[src/hw/rtl/rip_pkg.sv]
// ----------------------------------------------------------------------------
// rip_pkg
// Shared types and constants of the radix integer parser: the classified
// character record that travels from the front end to the back end.
// ----------------------------------------------------------------------------
`default_nettype none

package rip_pkg;

   // Digit code of a byte that is no digit in any base up to 36
   localparam logic [5:0] NO_DIGIT = 6'd63;

   // Smallest and largest legal explicit radix
   localparam logic [5:0] RADIX_MIN = 6'd2;
   localparam logic [5:0] RADIX_MAX = 6'd36;

   // Default base and the two fixed bases of the prefix logic
   localparam logic [5:0] BASE_DEC = 6'd10;
   localparam logic [5:0] BASE_HEX = 6'd16;
   localparam logic [5:0] BASE_OCT = 6'd8;

   // Character codes
   localparam logic [7:0] CH_SPACE = 8'h20;
   localparam logic [7:0] CH_LF    = 8'h0A;
   localparam logic [7:0] CH_TAB   = 8'h09;
   localparam logic [7:0] CH_CR    = 8'h0D;
   localparam logic [7:0] CH_MINUS = 8'h2D;
   localparam logic [7:0] CH_ZERO  = 8'h30;
   localparam logic [7:0] CH_NINE  = 8'h39;
   localparam logic [7:0] CH_UA    = 8'h41;
   localparam logic [7:0] CH_UZ    = 8'h5A;
   localparam logic [7:0] CH_LA    = 8'h61;
   localparam logic [7:0] CH_LZ    = 8'h7A;
   localparam logic [7:0] CH_UX    = 8'h58;
   localparam logic [7:0] CH_LX    = 8'h78;

   // One classified character, as queued between front and back end
   typedef struct packed {
      logic [5:0] digit;      // digit value 0..35, NO_DIGIT otherwise
      logic       is_dec;     // '0'..'9'
      logic       is_space;   // space, LF, TAB, CR
      logic       is_minus;   // '-'
      logic       is_zero;    // '0'
      logic       is_x;       // 'x' or 'X'
      logic       first;
      logic       last;
      logic       has_radix;
      logic [5:0] radix;
   } rip_entry_type;

endpackage : rip_pkg

`default_nettype wire

[src/hw/rtl/rip_front.sv]
// ----------------------------------------------------------------------------
// rip_front
// Front end: decodes each incoming byte into a digit value and character
// class flags and hands the record to the queue.
// ----------------------------------------------------------------------------
`default_nettype none

module rip_front
   import rip_pkg::*;
(
   input  wire logic          req_valid,
   output logic               req_ready,
   input  wire logic [7:0]    req_ch,
   input  wire logic          req_first,
   input  wire logic          req_last,
   input  wire logic          req_has_radix,
   input  wire logic [5:0]    req_radix,
   output logic               push_valid,
   input  wire logic          push_ready,
   output rip_entry_type      push_entry
);

   logic       is_dec;
   logic       is_upper;
   logic       is_lower;
   logic [7:0] digit_wide;

   // Character classes
   assign is_dec   = (req_ch >= CH_ZERO) && (req_ch <= CH_NINE);
   assign is_upper = (req_ch >= CH_UA) && (req_ch <= CH_UZ);
   assign is_lower = (req_ch >= CH_LA) && (req_ch <= CH_LZ);

   // Case-insensitive digit value
   always_comb begin
      if (is_dec) begin
         digit_wide = req_ch - CH_ZERO;
      end else if (is_upper) begin
         digit_wide = req_ch - CH_UA + 8'd10;
      end else if (is_lower) begin
         digit_wide = req_ch - CH_LA + 8'd10;
      end else begin
         digit_wide = {2'b00, NO_DIGIT};
      end
   end

   // Build the queued record
   always_comb begin
      push_entry.digit     = digit_wide[5:0];
      push_entry.is_dec    = is_dec;
      push_entry.is_space  = (req_ch == CH_SPACE) || (req_ch == CH_LF) ||
                             (req_ch == CH_TAB) || (req_ch == CH_CR);
      push_entry.is_minus  = (req_ch == CH_MINUS);
      push_entry.is_zero   = (req_ch == CH_ZERO);
      push_entry.is_x      = (req_ch == CH_UX) || (req_ch == CH_LX);
      push_entry.first     = req_first;
      push_entry.last      = req_last;
      push_entry.has_radix = req_has_radix;
      push_entry.radix     = req_radix;
   end

   assign push_valid = req_valid;
   assign req_ready  = push_ready;

endmodule : rip_front

`default_nettype wire

[src/hw/rtl/rip_queue.sv]
// ----------------------------------------------------------------------------
// rip_queue
// Two-entry queue of classified characters between front and back end.
// ----------------------------------------------------------------------------
`default_nettype none

module rip_queue
   import rip_pkg::*;
(
   input  wire logic          clock,
   input  wire logic          reset,
   input  wire logic          push_valid,
   output logic               push_ready,
   input  wire rip_entry_type push_entry,
   output logic               pop_valid,
   input  wire logic          pop_ready,
   output rip_entry_type      pop_entry
);

   localparam int DEPTH = 2;

   rip_entry_type entry_ff [DEPTH];
   logic          wr_ptr_ff;
   logic          wr_ptr_in;
   logic          rd_ptr_ff;
   logic          rd_ptr_in;
   logic [1:0]    count_ff;
   logic [1:0]    count_in;
   logic          push;
   logic          pop;

   assign push_ready = (count_ff != 2'(DEPTH));
   assign pop_valid  = (count_ff != 2'd0);
   assign pop_entry  = entry_ff[rd_ptr_ff];

   assign push = push_valid && push_ready;
   assign pop  = pop_valid && pop_ready;

   // Pointer and fill count update
   always_comb begin
      wr_ptr_in = push ? ~wr_ptr_ff : wr_ptr_ff;
      rd_ptr_in = pop  ? ~rd_ptr_ff : rd_ptr_ff;
      count_in  = count_ff + {1'b0, push} - {1'b0, pop};
   end

   always_ff @(posedge clock) begin
      if (reset) begin
         wr_ptr_ff <= 1'b0;
         rd_ptr_ff <= 1'b0;
         count_ff  <= 2'd0;
      end else begin
         wr_ptr_ff <= wr_ptr_in;
         rd_ptr_ff <= rd_ptr_in;
         count_ff  <= count_in;
      end
   end

   // Entry storage, no reset needed
   always_ff @(posedge clock) begin
      if (push) begin
         entry_ff[wr_ptr_ff] <= push_entry;
      end
   end

endmodule : rip_queue

`default_nettype wire

[src/hw/rtl/rip_back.sv]
// ----------------------------------------------------------------------------
// rip_back
// Back end: runs the parse state machine on one classified character per
// cycle unless a held result stalls it, keeps the current-base and octal
// accumulators, and holds the result in an output register.
// ----------------------------------------------------------------------------
`default_nettype none

module rip_back
   import rip_pkg::*;
#(
   parameter int RESULT_WIDTH = 32
)
(
   input  wire logic          clock,
   input  wire logic          reset,
   input  wire logic          pop_valid,
   output logic               pop_ready,
   input  wire rip_entry_type pop_entry,
   output logic               rsp_valid,
   input  wire logic          rsp_ready,
   output logic signed [31:0] rsp_value,
   output logic               rsp_not_a_number
);

   typedef enum logic [2:0] {
      PH_SPACE,
      PH_LEAD,
      PH_ZERO,
      PH_HEXLEAD,
      PH_DIGITS,
      PH_DUAL,
      PH_STOPPED
   } phase_type;

   localparam int PROD_WIDTH = RESULT_WIDTH + 6;

   phase_type               phase_ff,   phase_in;
   logic                    neg_ff,     neg_in;
   logic                    space_ff,   space_in;
   logic [5:0]              base_ff,    base_in;
   logic                    given_ff,   given_in;
   logic                    octal_ff,   octal_in;
   logic                    dstop_ff,   dstop_in;
   logic [RESULT_WIDTH-1:0] main_ff,    main_in;
   logic [RESULT_WIDTH-1:0] oct_ff,     oct_in;
   logic                    fail_ff,    fail_in;
   logic                    rsp_valid_ff, rsp_valid_in;
   logic [31:0]             value_ff,   value_in;
   logic                    nan_ff,     nan_in;

   logic                    pop;
   logic [PROD_WIDTH-1:0]   prod;
   logic [RESULT_WIDTH-1:0] main_mac;
   logic [RESULT_WIDTH-1:0] oct_mac;
   logic [RESULT_WIDTH-1:0] digit_ext;
   logic                    digit_ok;
   logic                    nan;
   logic [RESULT_WIDTH-1:0] mag;
   logic [63:0]             mag_wide;

   // Pop whenever the output register is free or being drained
   assign pop_ready = !rsp_valid_ff || rsp_ready;
   assign pop       = pop_valid && pop_ready;

   // Multiply-add of both accumulators
   assign prod      = PROD_WIDTH'(main_ff) * PROD_WIDTH'(base_ff);
   assign digit_ext = RESULT_WIDTH'(pop_entry.digit);
   assign main_mac  = prod[RESULT_WIDTH-1:0] + digit_ext;
   assign oct_mac   = {oct_ff[RESULT_WIDTH-4:0], pop_entry.digit[2:0]};

   // Parse step
   always_comb begin
      phase_in     = phase_ff;
      neg_in       = neg_ff;
      space_in     = space_ff;
      base_in      = base_ff;
      given_in     = given_ff;
      octal_in     = octal_ff;
      dstop_in     = dstop_ff;
      main_in      = main_ff;
      oct_in       = oct_ff;
      fail_in      = fail_ff;
      rsp_valid_in = rsp_valid_ff && !rsp_ready;
      value_in     = value_ff;
      nan_in       = nan_ff;
      digit_ok     = 1'b0;
      nan          = 1'b0;
      mag          = '0;
      mag_wide     = '0;

      if (pop) begin
         // Start of a new string: restart and sample the radix
         if (pop_entry.first) begin
            phase_in = PH_SPACE;
            neg_in   = 1'b0;
            space_in = 1'b0;
            base_in  = BASE_DEC;
            given_in = 1'b0;
            octal_in = 1'b1;
            dstop_in = 1'b0;
            main_in  = '0;
            oct_in   = '0;
            fail_in  = 1'b0;
            if (pop_entry.has_radix) begin
               given_in = 1'b1;
               base_in  = pop_entry.radix;
               if ((pop_entry.radix < RADIX_MIN) || (pop_entry.radix > RADIX_MAX)) begin
                  fail_in = 1'b1;
               end
            end
         end

         digit_ok = (pop_entry.digit < base_in);

         if (!fail_in) begin
            case (phase_in)
               PH_SPACE, PH_LEAD, PH_HEXLEAD: begin
                  if ((phase_in == PH_SPACE) && pop_entry.is_space) begin
                     space_in = 1'b1;
                  end else if ((phase_in == PH_SPACE) && pop_entry.is_minus) begin
                     neg_in   = 1'b1;
                     phase_in = PH_LEAD;
                  end else if ((phase_in != PH_HEXLEAD) && !given_in &&
                               pop_entry.is_zero) begin
                     main_in  = '0;
                     phase_in = PH_ZERO;
                  end else if (digit_ok) begin
                     main_in  = digit_ext;
                     phase_in = PH_DIGITS;
                  end else begin
                     fail_in = 1'b1;
                  end
               end
               PH_ZERO: begin
                  if (pop_entry.is_x) begin
                     base_in  = BASE_HEX;
                     phase_in = PH_HEXLEAD;
                  end else if (pop_entry.is_dec && !space_in) begin
                     main_in  = digit_ext;
                     oct_in   = digit_ext;
                     octal_in = (pop_entry.digit < BASE_OCT);
                     dstop_in = 1'b0;
                     phase_in = PH_DUAL;
                  end else if (digit_ok) begin
                     main_in  = digit_ext;
                     phase_in = PH_DIGITS;
                  end else begin
                     main_in  = '0;
                     phase_in = PH_STOPPED;
                  end
               end
               PH_DIGITS: begin
                  if (digit_ok) begin
                     main_in = main_mac;
                  end else begin
                     phase_in = PH_STOPPED;
                  end
               end
               PH_DUAL: begin
                  // base is ten here: no explicit radix reaches this phase
                  if (!dstop_in) begin
                     if (pop_entry.is_dec) begin
                        main_in = main_mac;
                     end else begin
                        dstop_in = 1'b1;
                     end
                  end
                  if (!(pop_entry.is_dec && (pop_entry.digit < BASE_OCT))) begin
                     octal_in = 1'b0;
                  end
                  if (octal_in) begin
                     oct_in = oct_mac;
                  end
               end
               default: begin
               end
            endcase
         end

         // End of string: form the result and restart
         if (pop_entry.last) begin
            nan = fail_in || (phase_in == PH_SPACE) || (phase_in == PH_LEAD) ||
                  (phase_in == PH_HEXLEAD);
            if ((phase_in == PH_DUAL) && octal_in) begin
               mag = oct_in;
            end else if (phase_in == PH_ZERO) begin
               mag = '0;
            end else begin
               mag = main_in;
            end
            if (neg_in) begin
               mag = RESULT_WIDTH'(0) - mag;
            end
            mag_wide     = 64'(mag);
            value_in     = nan ? 32'd0 : mag_wide[31:0];
            nan_in       = nan;
            rsp_valid_in = 1'b1;

            phase_in = PH_SPACE;
            neg_in   = 1'b0;
            space_in = 1'b0;
            base_in  = BASE_DEC;
            given_in = 1'b0;
            octal_in = 1'b1;
            dstop_in = 1'b0;
            main_in  = '0;
            oct_in   = '0;
            fail_in  = 1'b0;
         end
      end
   end

   // Parse state and output register
   always_ff @(posedge clock) begin
      if (reset) begin
         phase_ff     <= PH_SPACE;
         neg_ff       <= 1'b0;
         space_ff     <= 1'b0;
         base_ff      <= BASE_DEC;
         given_ff     <= 1'b0;
         octal_ff     <= 1'b1;
         dstop_ff     <= 1'b0;
         main_ff      <= '0;
         oct_ff       <= '0;
         fail_ff      <= 1'b0;
         rsp_valid_ff <= 1'b0;
      end else begin
         phase_ff     <= phase_in;
         neg_ff       <= neg_in;
         space_ff     <= space_in;
         base_ff      <= base_in;
         given_ff     <= given_in;
         octal_ff     <= octal_in;
         dstop_ff     <= dstop_in;
         main_ff      <= main_in;
         oct_ff       <= oct_in;
         fail_ff      <= fail_in;
         rsp_valid_ff <= rsp_valid_in;
      end
      value_ff <= value_in;
      nan_ff   <= nan_in;
   end

   assign rsp_valid        = rsp_valid_ff;
   assign rsp_value        = value_ff;
   assign rsp_not_a_number = nan_ff;

endmodule : rip_back

`default_nettype wire

[src/hw/rtl/radix_integer_parser.sv]
// ----------------------------------------------------------------------------
// radix_integer_parser
// String-to-integer parser with optional radix, one character per
// transaction; gives one result on the last character of each string.
// ----------------------------------------------------------------------------
//  Channel | Ports                                          | Direction
//  --------+------------------------------------------------+----------
//  request | req_valid/ready, ch, first, last, has_radix,   | in
//          | radix                                          |
//  result  | rsp_valid/ready, value, not_a_number           | out
//
//  One character per cycle sustained while results drain; a string's last
//  character passes a queue entry, then its result the output register.
//  The rate is set by the back end's combinational multiply-add loop.
//  Synchronous active-high reset empties the queue and the output register.
//  A stalled result side fills the two-entry queue before request stalls.
// ----------------------------------------------------------------------------
`default_nettype none

module radix_integer_parser
   import rip_pkg::*;
#(
   parameter int RESULT_WIDTH = 32
)
(
   input  wire logic          clock,
   input  wire logic          reset,
   input  wire logic          req_valid,
   output logic               req_ready,
   input  wire logic [7:0]    req_ch,
   input  wire logic          req_first,
   input  wire logic          req_last,
   input  wire logic          req_has_radix,
   input  wire logic [5:0]    req_radix,
   output logic               rsp_valid,
   input  wire logic          rsp_ready,
   output logic signed [31:0] rsp_value,
   output logic               rsp_not_a_number
);

   logic          push_valid;
   logic          push_ready;
   rip_entry_type push_entry;
   logic          pop_valid;
   logic          pop_ready;
   rip_entry_type pop_entry;

   // Character classification
   rip_front u_front (
      .req_valid     (req_valid),
      .req_ready     (req_ready),
      .req_ch        (req_ch),
      .req_first     (req_first),
      .req_last      (req_last),
      .req_has_radix (req_has_radix),
      .req_radix     (req_radix),
      .push_valid    (push_valid),
      .push_ready    (push_ready),
      .push_entry    (push_entry)
   );

   // Decoupling queue
   rip_queue u_queue (
      .clock      (clock),
      .reset      (reset),
      .push_valid (push_valid),
      .push_ready (push_ready),
      .push_entry (push_entry),
      .pop_valid  (pop_valid),
      .pop_ready  (pop_ready),
      .pop_entry  (pop_entry)
   );

   // Parse engine and result register
   rip_back #(
      .RESULT_WIDTH (RESULT_WIDTH)
   ) u_back (
      .clock            (clock),
      .reset            (reset),
      .pop_valid        (pop_valid),
      .pop_ready        (pop_ready),
      .pop_entry        (pop_entry),
      .rsp_valid        (rsp_valid),
      .rsp_ready        (rsp_ready),
      .rsp_value        (rsp_value),
      .rsp_not_a_number (rsp_not_a_number)
   );

endmodule : radix_integer_parser

`default_nettype wire
[config.mk]
export PLATFORM = sky130hd
export DESIGN_NAME = radix_integer_parser
export DESIGN_NICKNAME = d
export VERILOG_FILES = /design/src/hw/rtl/rip_pkg.sv /design/src/hw/rtl/rip_front.sv /design/src/hw/rtl/rip_queue.sv /design/src/hw/rtl/rip_back.sv /design/src/hw/rtl/radix_integer_parser.sv
export SDC_FILE = /design/constraint.sdc
export NUM_CORES = 1
export LEC_CHECK = 0
export BUFFER_PORTS_ARGS = -buffer_cell sky130_fd_sc_hd__buf_2
export CAP_MARGIN = 20
export CORE_UTILIZATION = 49
export CTS_CLUSTER_DIAMETER = 200
export DETAILED_ROUTE_END_ITERATION = 10
export PLACE_DENSITY = 0.68
export SLEW_MARGIN = 20
export SYNTH_ARGS = -nofsm -noshare
export SYNTH_HDL_FRONTEND = slang
export SYNTH_SLANG_ARGS = --single-unit
[constraint.sdc]
create_clock -name clock -period 6 [get_ports clock]
set_input_delay 0.3 -clock clock [delete_from_list [all_inputs] [get_ports clock]]
set_output_delay 0.3 -clock clock [all_outputs]
set_load 0.02 [all_outputs]
==> summary.txt <==
Clocking
  – Hold Buf Count CTS: 0
  – H-tree depth: 4
  – CTS tree: yes
  – Clk buf depth: 2
  – Root Buffer: clkbuf_16
  – Total clock sinks: 158
  – Cts bufs inserted: 17
  – Clock-pin slew on the worst setup and hold paths: roughly 70 ps
  – Worst skew pair latency: 440 ps

Final layout
  – Fillcell total: 2655
  – P&R area growth vs syn: 16.49%
  – Fin nets: 2053
  – Fraction of layout cells with a size suffix above 1: 18.25%
  – Final core occ: 58.53%
  – Antenna cell count: 0

Critical path
  – Crit path largest cell delay: 540 ps
  – Critical path's slowest cell: fa_1
  – Crit path arrival time: 6290 ps
  – Crit Path Max Fanout: 3
  – Crit path capture type: flop
  – Worst R2R Setup Slack: -110 ps
  – WP data required: 6180 ps
  – Most Frequent Cell on Critical Path: fa_1
  – Kind of critical path: reg -> reg
  – Reg2reg end: u_back.rsp_value[29]$_SDFFCE_PP0P_
  – R2r startpoint: u_back.base_ff[1]$_SDFFE_PP1P_
  – Worst reg2reg path depth: 25
  – Worst setup SP type: flop

Synth
  – Compound-gate portion of the synthesized area: 20.97%
  – Async SR Flop Fraction: 0%
  – Largest family of logic cells by synthesized area: adder cells
  – Post-synthesis adder-cell area fraction: 21.63%
  – Synth Area in XOR/XNOR: 3.375%
  – Cell taking the most area after synthesis: fa_1
  – Most common library cells after synthesis: nor2_1, and2_1, nand2_1
  – Top-count cell post-synth: nor2_1
  – Main area contributors after synthesis: fa_1, edfxtp_1, dfxtp_1
  – Post-synthesis simple-gate area fraction: 21.62%
  – Unique masters post-synth: 101
  – Yosys reg bits: 158
  – Ys flop type: dfxtp_1
  – Synth Instances: 1692
  – Cell Area, Synth: 0.01505 sq mm
  – Mux cell area share after synthesis: between 2 and 2.5%
  – Yosys top cell area share: between 10 and 15%
  – Net Count, Synth: 1906
  – EDFF count, synth: 73
  – Yosys Warn Count: 0
  – Seq/Total Area, Yosys: 25.87%
  – Syn Area/Cell: 8.894 sq um

Timing
  – Max-slew violation count: 0
  – Final setup margin: -114.7 ps
  – Final clock skew: between 15 and 20 ps
  – Final hold violations: 0
  – Worst-Margin Slew: 985.0 ps
  – RSZ-0062 raised after global routing: true
  – Min Hold Slack: between 40 and 50 ps
  – Slew margin rel.: 34.09%
  – Final worst path period share: 101.9%
  – Final worst path period need: 6115 ps
  – Final setup fails: 5
  – Fmax: roughly 160 MHz

Pwr
  – P_leak: 7.542 nW
  – Pwr dens: about 280 mW/mm^2
  – VDD IR max: 0.3994 mV

GRT
  – Vias in the first global route: between 10000 and 15000
  – Congestion Overflow GR: 0
  – Overall routing resource usage: 29.17%
  – Initial antenna violation count: 0
  – Largest net degree at the start of global routing: between 80 and 90
  – First-pass GRT wire length: 71510 microns

Placement
  – GP Congestion: 0.9419
  – HPWL Detailed: 34390 microns
  – Port buffer count: 55

Die
  – Die area: 0.03142 sq mm
  – Die height: around 180 microns
  – Cell Rows: 63
  – Die Width: 177.3 microns
  – Core ar.: 0.02995 sq mm
  – IO Count: 56
  – Starting Density: between 50% and 60%

Drt
  – DRT antenna net count: 0
  – Drt wl/cell: 20.02 microns
  – DRC errors left: 0
  – DR vias/cell: 6.141
  – DRT iter0 DRCs: roughly 1200
  – Via count: around 14000
  – 1st-pass router iterations: 6
  – Routed wire length: 44890 microns

Worst hold path
  – Hold path cells: 1
  – Worst hold-check path type: in -> reg
  – Hold EP: u_queue.entry_ff[1][7]$_DFFE_PP_
  – Min-delay src: req_last

Flow run
  – Max Cap Viol: 0

Outcome
  – Failing checks: setup timing
  – Status: complete, but fails checks
==> power breakdown <==
part           total (W)  switching (W)  internal [W]  leakage [nW]
logic            0.00244        0.00163      0.000813          5.90
registers        0.00138      0.0000792       0.00130          1.37
clock network    0.00108       0.000494      0.000591         0.269
total            0.00490        0.00220       0.00270          7.54
==> flip-flops by register name, summed over array words and instances (netlist names), 2 cells and up, named ones only <==
signal and cells:
u_queue.entry_ff 40, u_back.main_ff 32, u_back.oct_ff 32, u_back.rsp_value 32
u_back.base_ff 6, u_back.phase_ff 3, u_queue.count_ff 2
==> worst max path at each step <==
stage,startpoint,end,cells after the start
CTS,u_back.main_ff[3]$_SDFFE_PP0P_,u_back.rsp_value[29]$_SDFFCE_PP0P_,24
finish,u_back.base_ff[1]$_SDFFE_PP1P_,u_back.rsp_value[29]$_SDFFCE_PP0P_,25
floorplan,u_back.base_ff[5]$_SDFFE_PP0P_,u_back.rsp_value[29]$_SDFFCE_PP0P_,24
global route,u_back.main_ff[3]$_SDFFE_PP0P_,u_back.rsp_value[29]$_SDFFCE_PP0P_,25
detailed placement,u_back.base_ff[2]$_SDFFE_PP0P_,u_back.rsp_value[29]$_SDFFCE_PP0P_,22
global placement,u_back.main_ff[3]$_SDFFE_PP0P_,u_back.rsp_value[29]$_SDFFCE_PP0P_,24
==> kinds of logic after synthesis <==
group                    after synthesis
AO/OA/AOI/OAI                        461
XOR/XNOR                              58
adder cells (fa/ha/maj)              193
buffers and inverters                162
flip-flops                           158
multiplexers                          29
AND/OR/NAND/NOR                      631
==> layout by cell type (no fill, tap or decap), drive strengths merged, types with 25 or more instances in the layout <==
cell	count
buf	228
nor2	191
and2	163
nand2	114
fa	112
a21oi	111
dfxtp	85
a22oi	83
ha	81
o21ai	79
edfxtp	73
inv	66
nor3	38
xnor2	36
nand3	25
==> area by class of cell <==
| cell class | count | area, sq um | share of cell area, % |
|---|---|---|---|
| multi-input cells | 1372 | 10710 | 61.09 |
| well taps | 390 | 488.0 | 2.784 |
| repair buffers | 228 | 1632 | 9.307 |
| flip-flops and latches | 158 | 3897 | 22.23 |
| inverters | 62 | 232.7 | 1.328 |
| clock inverters | 13 | 128.9 | 0.7351 |
| clock buffers | 19 | 442.9 | 2.527 |
==> through the flow <==
step                      TNS [ps]  std cells  instance area, sq um  total power [W]  worst slack, ps
after CTS                   -74.16       2240                 17390         0.004816           -67.27
after global placement      -306.4       2207                 16750         0.003679           -97.46
final                       -243.7       2242                 17530         0.004901           -114.7
after detailed placement     -1023       2207                 16750         0.003709           -196.5
after global routing         -3020       2242                 17530         0.005142           -340.4
after floorplan                  0       1692                 15120         0.002945            76.08
==> what timing repair did <==
| action | 4_1_cts | 5_1_grt |
|---|---|---|
| buffers inserted | 1 | 3 |
| endpoints found under the hold margin | 0 | 0 |
| gates cloned | 0 | 0 |
| resized for setup | 17 | 36 |
| setup endpoints to repair | 12 | 18 |
| pin swaps | 8 | 17 |
==> critical path, delay by kind of cell, from the launching register on <==
kind,cells,cell delay (ps)
and+or+nand+nor,5,1220
AOI/OAI and AO/OA,8,1280
buffers and inverters,6,540
adders and majority gates,5,2310
xor gates and xnor gates,1,140
DFF,1,350
==> per-layer routing <==
layer / part of all wire (%) / track usage [%] / up-vias / wire [microns]
li1: - / - / 6404 / -
met1: 41 / 35.43 / 6735 / 18310
met2: 50 / 51.01 / 500 / 22230
met3: 5.1 / 3.436 / 130 / 2295
met4: 4.6 / 14.25 / 0 / 2052
met5: 0 / 0 / - / 0
No activity file was read; power rests on OpenSTA's default activity.
